===== src/rtl/three_point_angle_defines.svh =====
// Assertion macros shared by the angle block.
`ifndef THREE_POINT_ANGLE_DEFINES_SVH
`define THREE_POINT_ANGLE_DEFINES_SVH

// Implication checked at every clock edge outside reset.
`define TPA_ASSERT_IMPL(label, ante, cons, msg) \
    label: assert property (@(posedge clk) disable iff (!rst_n) (ante) |-> (cons)) \
        else $error(msg);

// Next-cycle implication outside reset.
`define TPA_ASSERT_NEXT(label, ante, cons, msg) \
    label: assert property (@(posedge clk) disable iff (!rst_n) (ante) |=> (cons)) \
        else $error(msg);

`endif


===== src/rtl/tpa_pkg.sv =====
package tpa_pkg;

    localparam int COORD_WIDTH_DEF = 32;
    localparam int KEEP_BITS = 15;
    localparam int CORDIC_STEPS = 18;
    localparam int ANG_W = 16;
    localparam int QUEUE_DEPTH = 4;
    localparam int QUEUE_AW = 2;
    // Scaled legs hold 16-bit signed values; products are 31 bits.
    localparam int SC_W = 16;
    localparam int CR_W = 33;
    localparam int CSQ_W = 64;
    localparam int CX_W = 44;
    localparam int Z_W = 26;
    localparam logic [Z_W-1:0] ANG_90 = Z_W'(90 * 65536);
    localparam logic [Z_W-1:0] ANG_180 = Z_W'(180 * 65536);
    localparam logic [ANG_W-1:0] ANG_MAX = 16'd46080;

    // Scaled leg handed from the front part to the back part.
    typedef struct packed {
        logic              degenerate;
        logic signed [SC_W-1:0] ax;
        logic signed [SC_W-1:0] ay;
        logic signed [SC_W-1:0] az;
        logic signed [SC_W-1:0] bx;
        logic signed [SC_W-1:0] by;
        logic signed [SC_W-1:0] bz;
    } legs_t;

    function automatic logic [Z_W-1:0] atan_entry(input int i);
        logic [Z_W-1:0] t;
        case (i)
            0: t = 26'd2949120;
            1: t = 26'd1740967;
            2: t = 26'd919879;
            3: t = 26'd466945;
            4: t = 26'd234379;
            5: t = 26'd117304;
            6: t = 26'd58666;
            7: t = 26'd29335;
            8: t = 26'd14668;
            9: t = 26'd7334;
            10: t = 26'd3667;
            11: t = 26'd1833;
            12: t = 26'd917;
            13: t = 26'd458;
            14: t = 26'd229;
            15: t = 26'd115;
            16: t = 26'd57;
            17: t = 26'd29;
            default: t = '0;
        endcase
        return t;
    endfunction

endpackage


===== src/rtl/tpa_queue.sv =====
// Short queue between the front and back parts.
module tpa_queue (
    input  logic           clk,
    input  logic           rst_n,
    input  logic           wr_en,
    input  tpa_pkg::legs_t wr_data,
    input  logic           rd_en,
    output tpa_pkg::legs_t rd_data,
    output logic           not_empty,
    output logic [tpa_pkg::QUEUE_AW:0] count
);
    import tpa_pkg::*;

    legs_t mem_reg [QUEUE_DEPTH];
    logic [QUEUE_AW-1:0] wp_reg, rp_reg;
    logic [QUEUE_AW:0] cnt_reg;

    always_ff @(posedge clk)
    begin
        if (wr_en)
            mem_reg[wp_reg] <= wr_data;
    end

    always_ff @(posedge clk or negedge rst_n)
    begin
        if (!rst_n)
        begin
            wp_reg <= '0;
            rp_reg <= '0;
            cnt_reg <= '0;
        end
        else
        begin
            if (wr_en)
                wp_reg <= wp_reg + 1'b1;
            if (rd_en)
                rp_reg <= rp_reg + 1'b1;
            cnt_reg <= cnt_reg + (QUEUE_AW+1)'(wr_en) - (QUEUE_AW+1)'(rd_en);
        end
    end

    assign rd_data = mem_reg[rp_reg];
    assign not_empty = cnt_reg != '0;
    assign count = cnt_reg;
endmodule


===== config.mk =====
export PLATFORM = sky130hd
export DESIGN_NAME = tpa_queue
export DESIGN_NICKNAME = d
export VERILOG_FILES = /design/src/rtl/three_point_angle_defines.svh /design/src/rtl/tpa_pkg.sv /design/src/rtl/tpa_queue.sv
export SDC_FILE = /design/constraint.sdc
export NUM_CORES = 1
export LEC_CHECK = 0
export BUFFER_PORTS_ARGS = -buffer_cell sky130_fd_sc_hd__buf_2
export CORE_MARGIN = 1
export CORE_UTILIZATION = 57
export CTS_CLUSTER_SIZE = 16
export DETAILED_ROUTE_END_ITERATION = 6
export GPL_ROUTABILITY_DRIVEN = 0
export MAX_ROUTING_LAYER = met4
export PLACE_DENSITY = 0.79
export SYNTH_ARGS = -nofsm -noshare
export SYNTH_HDL_FRONTEND = slang
export SYNTH_SLANG_ARGS = --single-unit

===== constraint.sdc =====
create_clock -name clk -period 4.7 [get_ports clk]
set_input_delay 0.94 -clock clk [delete_from_list [all_inputs] [get_ports clk]]
set_output_delay 0.94 -clock clk [all_outputs]
set_load 0.01 [all_outputs]

==> impl_metrics.json, run 1 <==
{
  "post_cts_buffers": 0,
  "drt-pass1-iter-count": 4,
  "chipHeight_microns": 161,
  "dp_hpwl_microns": 15600,
  "cts_tree": "yes",
  "min_period_over_period_pct": 76.0,
  "cts_buffers": 39,
  "syn-num-nets": 648,
  "final_cell_mix": "edfxtp_1, buf_2, mux4_2",
  "initial_core_util_pct": 58.5,
  "htreeDepth": 2,
  "routed_via_density": 5.75,
  "hold_path.class": "in2async",
  "max_freq_mhz": 280,
  "synthXorXnorAreaFrac_pct": 0.305,
  "path_max_fanout": 30,
  "clkTransAtPathRegs_ns": 0.06,
  "cts_resized": 0,
  "r2r_end": "mem_reg[0][46]",
  "final_common_cell": "edfxtp_1",
  "synth_compound_area_share_pct": 0.0349,
  "grt_start_max_net_pins": 73,
  "status": "complete, no violations",
  "finalClockSkew_ns": 0.0125,
  "fin_crit_ns": 3.57,
  "setup_viol": 0,
  "endpoint_kind": "output port",
  "drv_slew": 0,
  "r2r_start": "wp_reg[0]",
  "seq_area_frac_synth_pct": 82.4,
  "cts_root_buf": "clkbuf_16",
  "fin_setup_tns_ns": 0,
  "placed_cell_area_sq_um": 15800,
  "synth_mux_area_share_pct": 15.2,
  "grt_overflow": 0,
  "io_pins": 202,
  "clk_latency_ns": 0.51,
  "syn_inst": 540,
  "final_area_sq_um": 17000,
  "die_x_microns": 161,
  "worstMarginPinSlew_ns": 1.15,
  "nNetsFinal": 879,
  "largest_reg_flops": 388,
  "cp.required_ns": 3.76,
  "finalHoldViolCount": 0,
  "start_kind": "register",
  "antenna_found_initial": 1,
  "powerDensity_nw_per_um2": 636,
  "wl_microns": 26300,
  "synth-simple-area-share_pct": 0.270,
  "cp-endpoint": "rd_data[22]",
  "worst-setup-path-type": "reg2out",
  "vias": 6474,
  "synth_warnings": 0,
  "path_cells": "buf_4 -> mux4_2 -> buf_2",
  "grtUsageTotal_pct": 21.7,
  "arrival_ns": 2.63,
  "rows": 57,
  "whs_ns": 0.249,
  "rr_worst_depth": 4,
  "die_area_sq_um": 25800,
  "io_buffers": 201,
  "synth_cell_type_count": 17,
  "drc": 0,
  "area_growth_pct": 18.5,
  "leakage_nw": 5.85,
  "cts.sinks": 395,
  "startpoint": "rp_reg[0]",
  "initialDrtViolationCount": 516,
  "cts_buffer_depth": 3,
  "first_global_vias": 7039,
  "critPathMaxStageDelay_ns": 0.82,
  "cap_violations": 0,
  "ys_ff_latch": 395,
  "hold_buffers": 0,
  "drtAntennaViolNets": 0,
  "grt_pass1_wl_microns": 40000,
  "syn-cell-area_sq_um": 14300,
  "slew_headroom_pct": 23.3,
  "synth_top_family_by_area": "multiplexers",
  "drive_gt1_share_pct": 45.9,
  "synth-adder-area-share_pct": 0.663,
  "wl_per_cell_microns": 23.4,
  "syn_area_per_cell_sq_um": 26.6,
  "rrSetupSlack_ns": 2.36,
  "irDropWorstVdd_v": 0.000537,
  "rsz0062_at_grt": "false",
  "slowest_stage": "dfrtp_4",
  "core_area_sq_um": 24500
}
==> worst min-delay path by stage <==
stage,from,end,slack (ns),depth (start not counted)
finish,rst_n,count[0],0.25,1
global route,rst_n,count[1],0.23,1
CTS,rst_n,count[1],0.22,1
detailed placement,wp_reg[0],wp_reg[0],0.53,1
global placement,wp_reg[0],wp_reg[0],0.51,1
floorplan,wp_reg[0],wp_reg[0],0.49,1
==> final cells by class <==
type                    instances  area [sq um]
multi-input cells             117          2380
repair buffers                212          1110
well taps                     324           405
inverters                       6          22.5
fillers                      1473          7530
diodes                          1          2.50
clock buffers                  50          1040
flip-flops and latches        395         11800
clock inverters                21           213
==> cells in the mapped netlist, drive strengths merged <==
master / n / area (sq um)
mux4: 97 / 2180
inv: 6 / 22.5
xnor2: 3 / 26.3
buf: 16 / 110
ha: 6 / 75.1
clkbuf: 6 / 22.5
fa: 1 / 20.0
or3: 1 / 6.26
xor2: 2 / 17.5
dfrtp: 7 / 175
o21ai: 1 / 5.00
nand2: 2 / 7.51
edfxtp: 388 / 11700
and2: 4 / 25.0
==> per-layer routing <==
| layer | up-vias | share of wire [%] | track usage [%] |
|---|---|---|---|
| met3 | 48 | 6.8 | 4.60 |
| met1 | 3375 | 38 | 27.1 |
| met5 | - | 0 | - |
| met2 | 259 | 53 | 36.2 |
| met4 | 0 | 2.1 | 6.15 |
| li1 | 2792 | - | - |
==> power breakdown <==
group	total, W	internal, W	switching, W	leakage, nW
Combinational	0.00284	0.00138	0.00146	1.59
Sequential	0.00497	0.00462	0.000352	3.64
Clock	0.00301	0.00179	0.00122	0.609
Total	0.0108	0.00778	0.00303	5.85
==> through the flow <==
stage	std cells	total power (W)	utilization [%]	setup WS, ns
CTS	1125	0.0110	69.3	1.03
detailed placement	1054	0.00792	64.2	1.61
floorplan	540	0.00685	-	1.05
global placement	1054	0.00781	64.2	1.63
finish	1126	0.0108	69.3	1.13
global route	1126	0.0113	69.3	0.955
==> cells by family (layout without fill, tap and decap cells) <==
kind of cell             count (synthesis)  after routing
flip-flops                             395            395
multiplexers                            97             97
buffers and inverters                   28            289
adder cells (fa/ha/maj)                  7              7
AND/OR/NAND/NOR                          7              7
XOR/XNOR                                 5              5
AO/OA/AOI/OAI                            1              1
other                                    0              1
==> worst max-delay path, delay by kind of cell (launching register included) <==
family / cells / cell delay (ns)
flops: 1 / 0.82
buf+inv: 2 / 0.68
mux: 1 / 0.60
(Power assumes the default switching activity.)
==> run 2: changes to the inputs <==
Clock period 4.7 ns to 3.4 ns, I/O delays scaled along.
==> run 2 against run 1 <==
Compared with the run above:
- critical path depth unchanged
- critical endpoint is now rd_data[34]
- flip-flop and latch count unchanged
- utilization increased by 0.10 points
- clock power increased by 30%
- sequential power increased by 36%
- non-clock buffer count increased by 4
- global-route usage increased by 0.23 points
- routed wire length increased by 0.21%
- die area unchanged
==> impl_metrics.json, run 2 (synthesized netlist as in run 1, its figures left out) <==
{
  "status": "complete, no violations",
  "initialDrtViolationCount": 512,
  "grtUsageTotal_pct": 21.9,
  "dp_hpwl_microns": 16100,
  "worstMarginPinSlew_ns": 0.477,
  "hold_path.class": "in2reg",
  "drt-pass1-iter-count": 5,
  "area_growth_pct": 18.7,
  "hold_end": "mem_reg[2][58]",
  "finalClockSkew_ns": 0.0142,
  "drv_slew": 0,
  "initial_core_util_pct": 58.5,
  "io_pins": 202,
  "wl_microns": 26400,
  "arrival_ns": 2.30,
  "grt_start_max_net_pins": 54,
  "nNetsFinal": 883,
  "die_x_microns": 161,
  "cts_resized": 0,
  "grt_overflow": 0,
  "start_kind": "register",
  "max_freq_mhz": 336,
  "r2r_start": "wp_reg[0]",
  "endpoint_kind": "output port",
  "final_util_pct": 69.4,
  "r2r_end": "mem_reg[0][87]",
  "rrSetupSlack_ns": 1.53,
  "io_buffers": 201,
  "routed_via_density": 5.72,
  "cts_buffer_depth": 3,
  "rr_worst_depth": 4,
  "placed_cells": 1057,
  "first_global_vias": 7022,
  "hold_buffers": 1,
  "holdPathStages": 1,
  "final_cell_mix": "edfxtp_1, buf_2, mux4_2",
  "antenna_found_initial": 4,
  "finalHoldViolCount": 0,
  "cts.sinks": 395,
  "path_max_fanout": 32,
  "drive_gt1_share_pct": 46.1,
  "die_area_sq_um": 25800,
  "cp.required_ns": 2.72,
  "slew_headroom_pct": 68.2,
  "leakage_nw": 5.84,
  "post_cts_buffers": 0,
  "whs_ns": 0.371,
  "hold_start": "wr_data[58]",
  "fin_cells": 1131,
  "drc": 0,
  "drtAntennaViolNets": 0,
  "setup_viol": 0,
  "fin_setup_tns_ns": 0,
  "filler_cell_count": 1475,
  "cts_tree": "yes",
  "fin_crit_ns": 2.98,
  "vias": 6471,
  "clk_latency_ns": 0.53,
  "core_area_sq_um": 24500,
  "min_period_over_period_pct": 87.6,
  "rows": 57,
  "chipHeight_microns": 161,
  "wl_per_cell_microns": 23.3,
  "largest_reg_flops": 388,
  "rsz0062_at_grt": "false",
  "powerDensity_nw_per_um2": 867,
  "worst-setup-path-type": "reg2out",
  "clkTransAtPathRegs_ns": 0.06,
  "cap_violations": 0,
  "irDropWorstVdd_v": 0.000662,
  "htreeDepth": 2,
  "grt_pass1_wl_microns": 40600,
  "final_common_cell": "edfxtp_1",
  "cts_root_buf": "clkbuf_16",
  "cts_buffers": 39
}
## run 2: cell count changes in the layout (fill, tap and decap cells not counted), sizes merged
cell | before | now
bufinv | 4 | 1
clkinvlp | 1 | 2
dlygate4sd3 | 0 | 1
clkbuf | 50 | 49
buf | 212 | 215
diode | 1 | 4
inv | 7 | 8
## run 2: stage by stage
step | cell area (sq um) | setup WS, ns | total power, W
after floorplan | 14300 | 0.0116 | 0.00947
after global placement | 15800 | 0.924 | 0.0109
after detailed placement | 15800 | 0.897 | 0.0110
after CTS | 17000 | 0.331 | 0.0150
after global routing | 17000 | 0.286 | 0.0154
final | 17000 | 0.423 | 0.0148
## run 2: power by group
part | leakage [nW] | internal [W] | total [W] | switching (W)
registers | 3.64 | 0.00637 | 0.00674 | 0.000368
logic | 1.63 | 0.00196 | 0.00412 | 0.00215
clock network | 0.570 | 0.00224 | 0.00391 | 0.00167
## run 2: area by class of cell
class                   instances  area [sq um]  area share [%]
repair buffers                216          1210            7.10
clock buffers                  49          1030            6.08
flip-flops and latches        395         11800            69.5
clock inverters                20           139           0.815
well taps                     324           405            2.38
inverters                       6          22.5           0.132
multi-input cells             117          2380            14.0
diodes                          4          10.0          0.0588
## run 2: critical path: stages (launching register included)
cell     delay (ns)
dfrtp_4        0.69
buf_12         0.30
mux4_2         0.57
buf_2          0.16
## run 2: worst max-delay path by stage
stage / from / end / cells past startpoint
5_1_grt: rp_reg[0] / rd_data[40] / 3
6_report: rp_reg[0] / rd_data[34] / 3
3_5_place_dp: rp_reg[0] / rd_data[34] / 3
4_1_cts: rp_reg[0] / rd_data[34] / 3
3_3_place_gp: rp_reg[0] / rd_data[12] / 3
2_1_floorplan: wr_en / mem_reg[0][0] / 1
## run 2: metal layers
metal  GRT usage [%]  up-vias  share of wire (%)
met5               -        -                  0
met4            6.23        0                2.1
met3            4.75       51                6.1
met2            37.1      238                 53
met1            26.9     3378                 38
li1                -     2804                  -
==> run 3: changes to the inputs <==
Settings changed: CORE_UTILIZATION 57 to 55, PLACE_DENSITY 0.79 to 0.77.
==> run 3 against run 2 <==
Compared with the run above:
- critical path depth unchanged
- die area rose by 3.6%
- non-clock buffer count down 1
- worst hold slack better by 0.013 ns
- maximum frequency up 1.9%
- sequential power shrank 1%
- setup slack improved by 0.056 ns
- total power grew 0.44%
- clock skew decreased by 0.0033 ns
- clock power grew 3%
- first-iteration DRC count grew 14%
- critical path type unchanged
- highest routed layer unchanged
==> impl_metrics.json, run 3 (synthesized netlist as in run 1, its figures left out) <==
{
  "grtUsageTotal_pct": 20.6,
  "clk_latency_ns": 0.51,
  "vias": 6459,
  "drive_gt1_share_pct": 45.8,
  "io_buffers": 201,
  "cts_buffer_depth": 3,
  "fin_setup_tns_ns": 0,
  "status": "complete, no violations",
  "use_met3_pct": 4.77,
  "finalClockSkew_ns": 0.0109,
  "grt_overflow": 0,
  "hold_path.class": "in2reg",
  "use_met2_pct": 33.2,
  "cp.required_ns": 2.72,
  "rows": 58,
  "drc": 0,
  "arrival_ns": 2.24,
  "leakage_nw": 5.86,
  "wl_microns": 25900,
  "filler_cell_count": 1598,
  "irDropWorstVdd_v": 0.000563,
  "whs_ns": 0.384,
  "cap_violations": 0,
  "initial_core_util_pct": 56.5,
  "clkTransAtPathRegs_ns": 0.06,
  "dp_hpwl_microns": 15600,
  "core_area_sq_um": 25400,
  "antenna_found_initial": 2,
  "first_global_vias": 6996,
  "final_common_cell": "edfxtp_1",
  "powerDensity_nw_per_um2": 870,
  "cts_tree": "yes",
  "max_freq_mhz": 342,
  "htreeDepth": 2,
  "drt-pass1-iter-count": 4,
  "fin_crit_ns": 2.92,
  "initialDrtViolationCount": 582,
  "nNetsFinal": 882,
  "grt_pass1_wl_microns": 39400,
  "finalHoldViolCount": 0,
  "area_growth_pct": 18.8,
  "cts.sinks": 395,
  "wl_per_cell_microns": 22.8,
  "routed_via_density": 5.69,
  "largest_reg_flops": 388,
  "slowest_stage": "dfrtp_4",
  "drtAntennaViolNets": 0,
  "io_pins": 202,
  "rsz0062_at_grt": "false",
  "slew_headroom_pct": 58.5,
  "chipHeight_microns": 164,
  "endpoint_kind": "output port",
  "top_usage_layer": "met2",
  "rrSetupSlack_ns": 1.45,
  "cts_resized": 0,
  "final_cell_mix": "edfxtp_1, buf_2, mux4_2",
  "setup_viol": 0,
  "worst-setup-path-type": "reg2out",
  "critPathMaxStageDelay_ns": 0.74,
  "path_cells": "buf_4 -> mux4_2 -> buf_2",
  "die_x_microns": 164,
  "min_period_over_period_pct": 85.9,
  "totalPowerFinal_w": 0.0148,
  "cts_buffers": 39,
  "cts_root_buf": "clkbuf_16",
  "grt_start_max_net_pins": 56,
  "start_kind": "register",
  "path_max_fanout": 32,
  "drv_slew": 0,
  "worstMarginPinSlew_ns": 0.622,
  "use_met1_pct": 26.4,
  "die_area_sq_um": 26700
}
-- run 3: cell types whose count changed in the layout (fill, tap and decap cells not counted), sizes merged --
cell,delta
bufinv,+1
inv,-2
clkinv,+3
diode,-1
buf,-1
clkinvlp,-1
-- run 3: path summary, 6_finish.rpt --
kind                             startpoint             end  depth (start not counted)
worst max-delay path              rp_reg[1]     rd_data[72]                          3
worst min-delay path            wr_data[80]  mem_reg[3][80]                          1
worst max register to register    wp_reg[0]  mem_reg[0][92]                          4
worst min register to register    wp_reg[0]       wp_reg[0]                          1
max in group asynchronous             rst_n       rp_reg[1]                          2
min in group asynchronous             rst_n        count[0]                          2
-- run 3: cell type report --
| cell class | instances | area [sq um] | area share [%] |
|---|---|---|---|
| clock inverters | 21 | 143 | 0.837 |
| multi-input cells | 117 | 2380 | 13.9 |
| repair buffers | 215 | 1190 | 6.97 |
| diodes | 3 | 7.51 | 0.0440 |
| inverters | 6 | 22.5 | 0.132 |
| clock buffers | 49 | 1070 | 6.25 |
| well taps | 330 | 413 | 2.42 |
| flip-flops and latches | 395 | 11800 | 69.4 |
-- run 3: critical path, delay by kind of cell, from the launching register on --
| family | cells | cell delay, ns |
|---|---|---|
| muxes | 1 | 0.39 |
| DFF | 1 | 0.74 |
| buffers and inverters | 2 | 0.57 |
-- run 3: routing by layer --
layer / part of all wire, % / up-vias
met5: 0 / -
met4: 2.2 / 0
met3: 6.9 / 53
met2: 51 / 243
met1: 40 / 3362
li1: - / 2801
-- run 3: metrics by stage --
| stage | setup WS [ns] | utilization [%] | cells | cell area [sq um] |
|---|---|---|---|---|
| finish | 0.480 | 67.1 | 1136 | 17100 |
| global route | 0.353 | 67.1 | 1135 | 17000 |
| CTS | 0.429 | 67.1 | 1133 | 17000 |
| detailed placement | 0.975 | 62.3 | 1062 | 15800 |
| global placement | 0.983 | 62.3 | 1062 | 15800 |
| floorplan | 0.0116 | - | 540 | 14300 |
-- run 3: repair_timing --
| item | in CTS | in global routing |
|---|---|---|
| buffers inserted | 0 | 0 |
| hold buffers | 1 | 0 |
| endpoints found under the hold margin | 7 | 0 |
-- run 3: report_power, final --
group / total (W) / leakage, nW / internal (W) / switching (W)
Combinational: 0.00414 / 1.62 / 0.00194 / 0.00221
Clock: 0.00402 / 0.591 / 0.00236 / 0.00165
Sequential: 0.00667 / 3.64 / 0.00637 / 0.000296
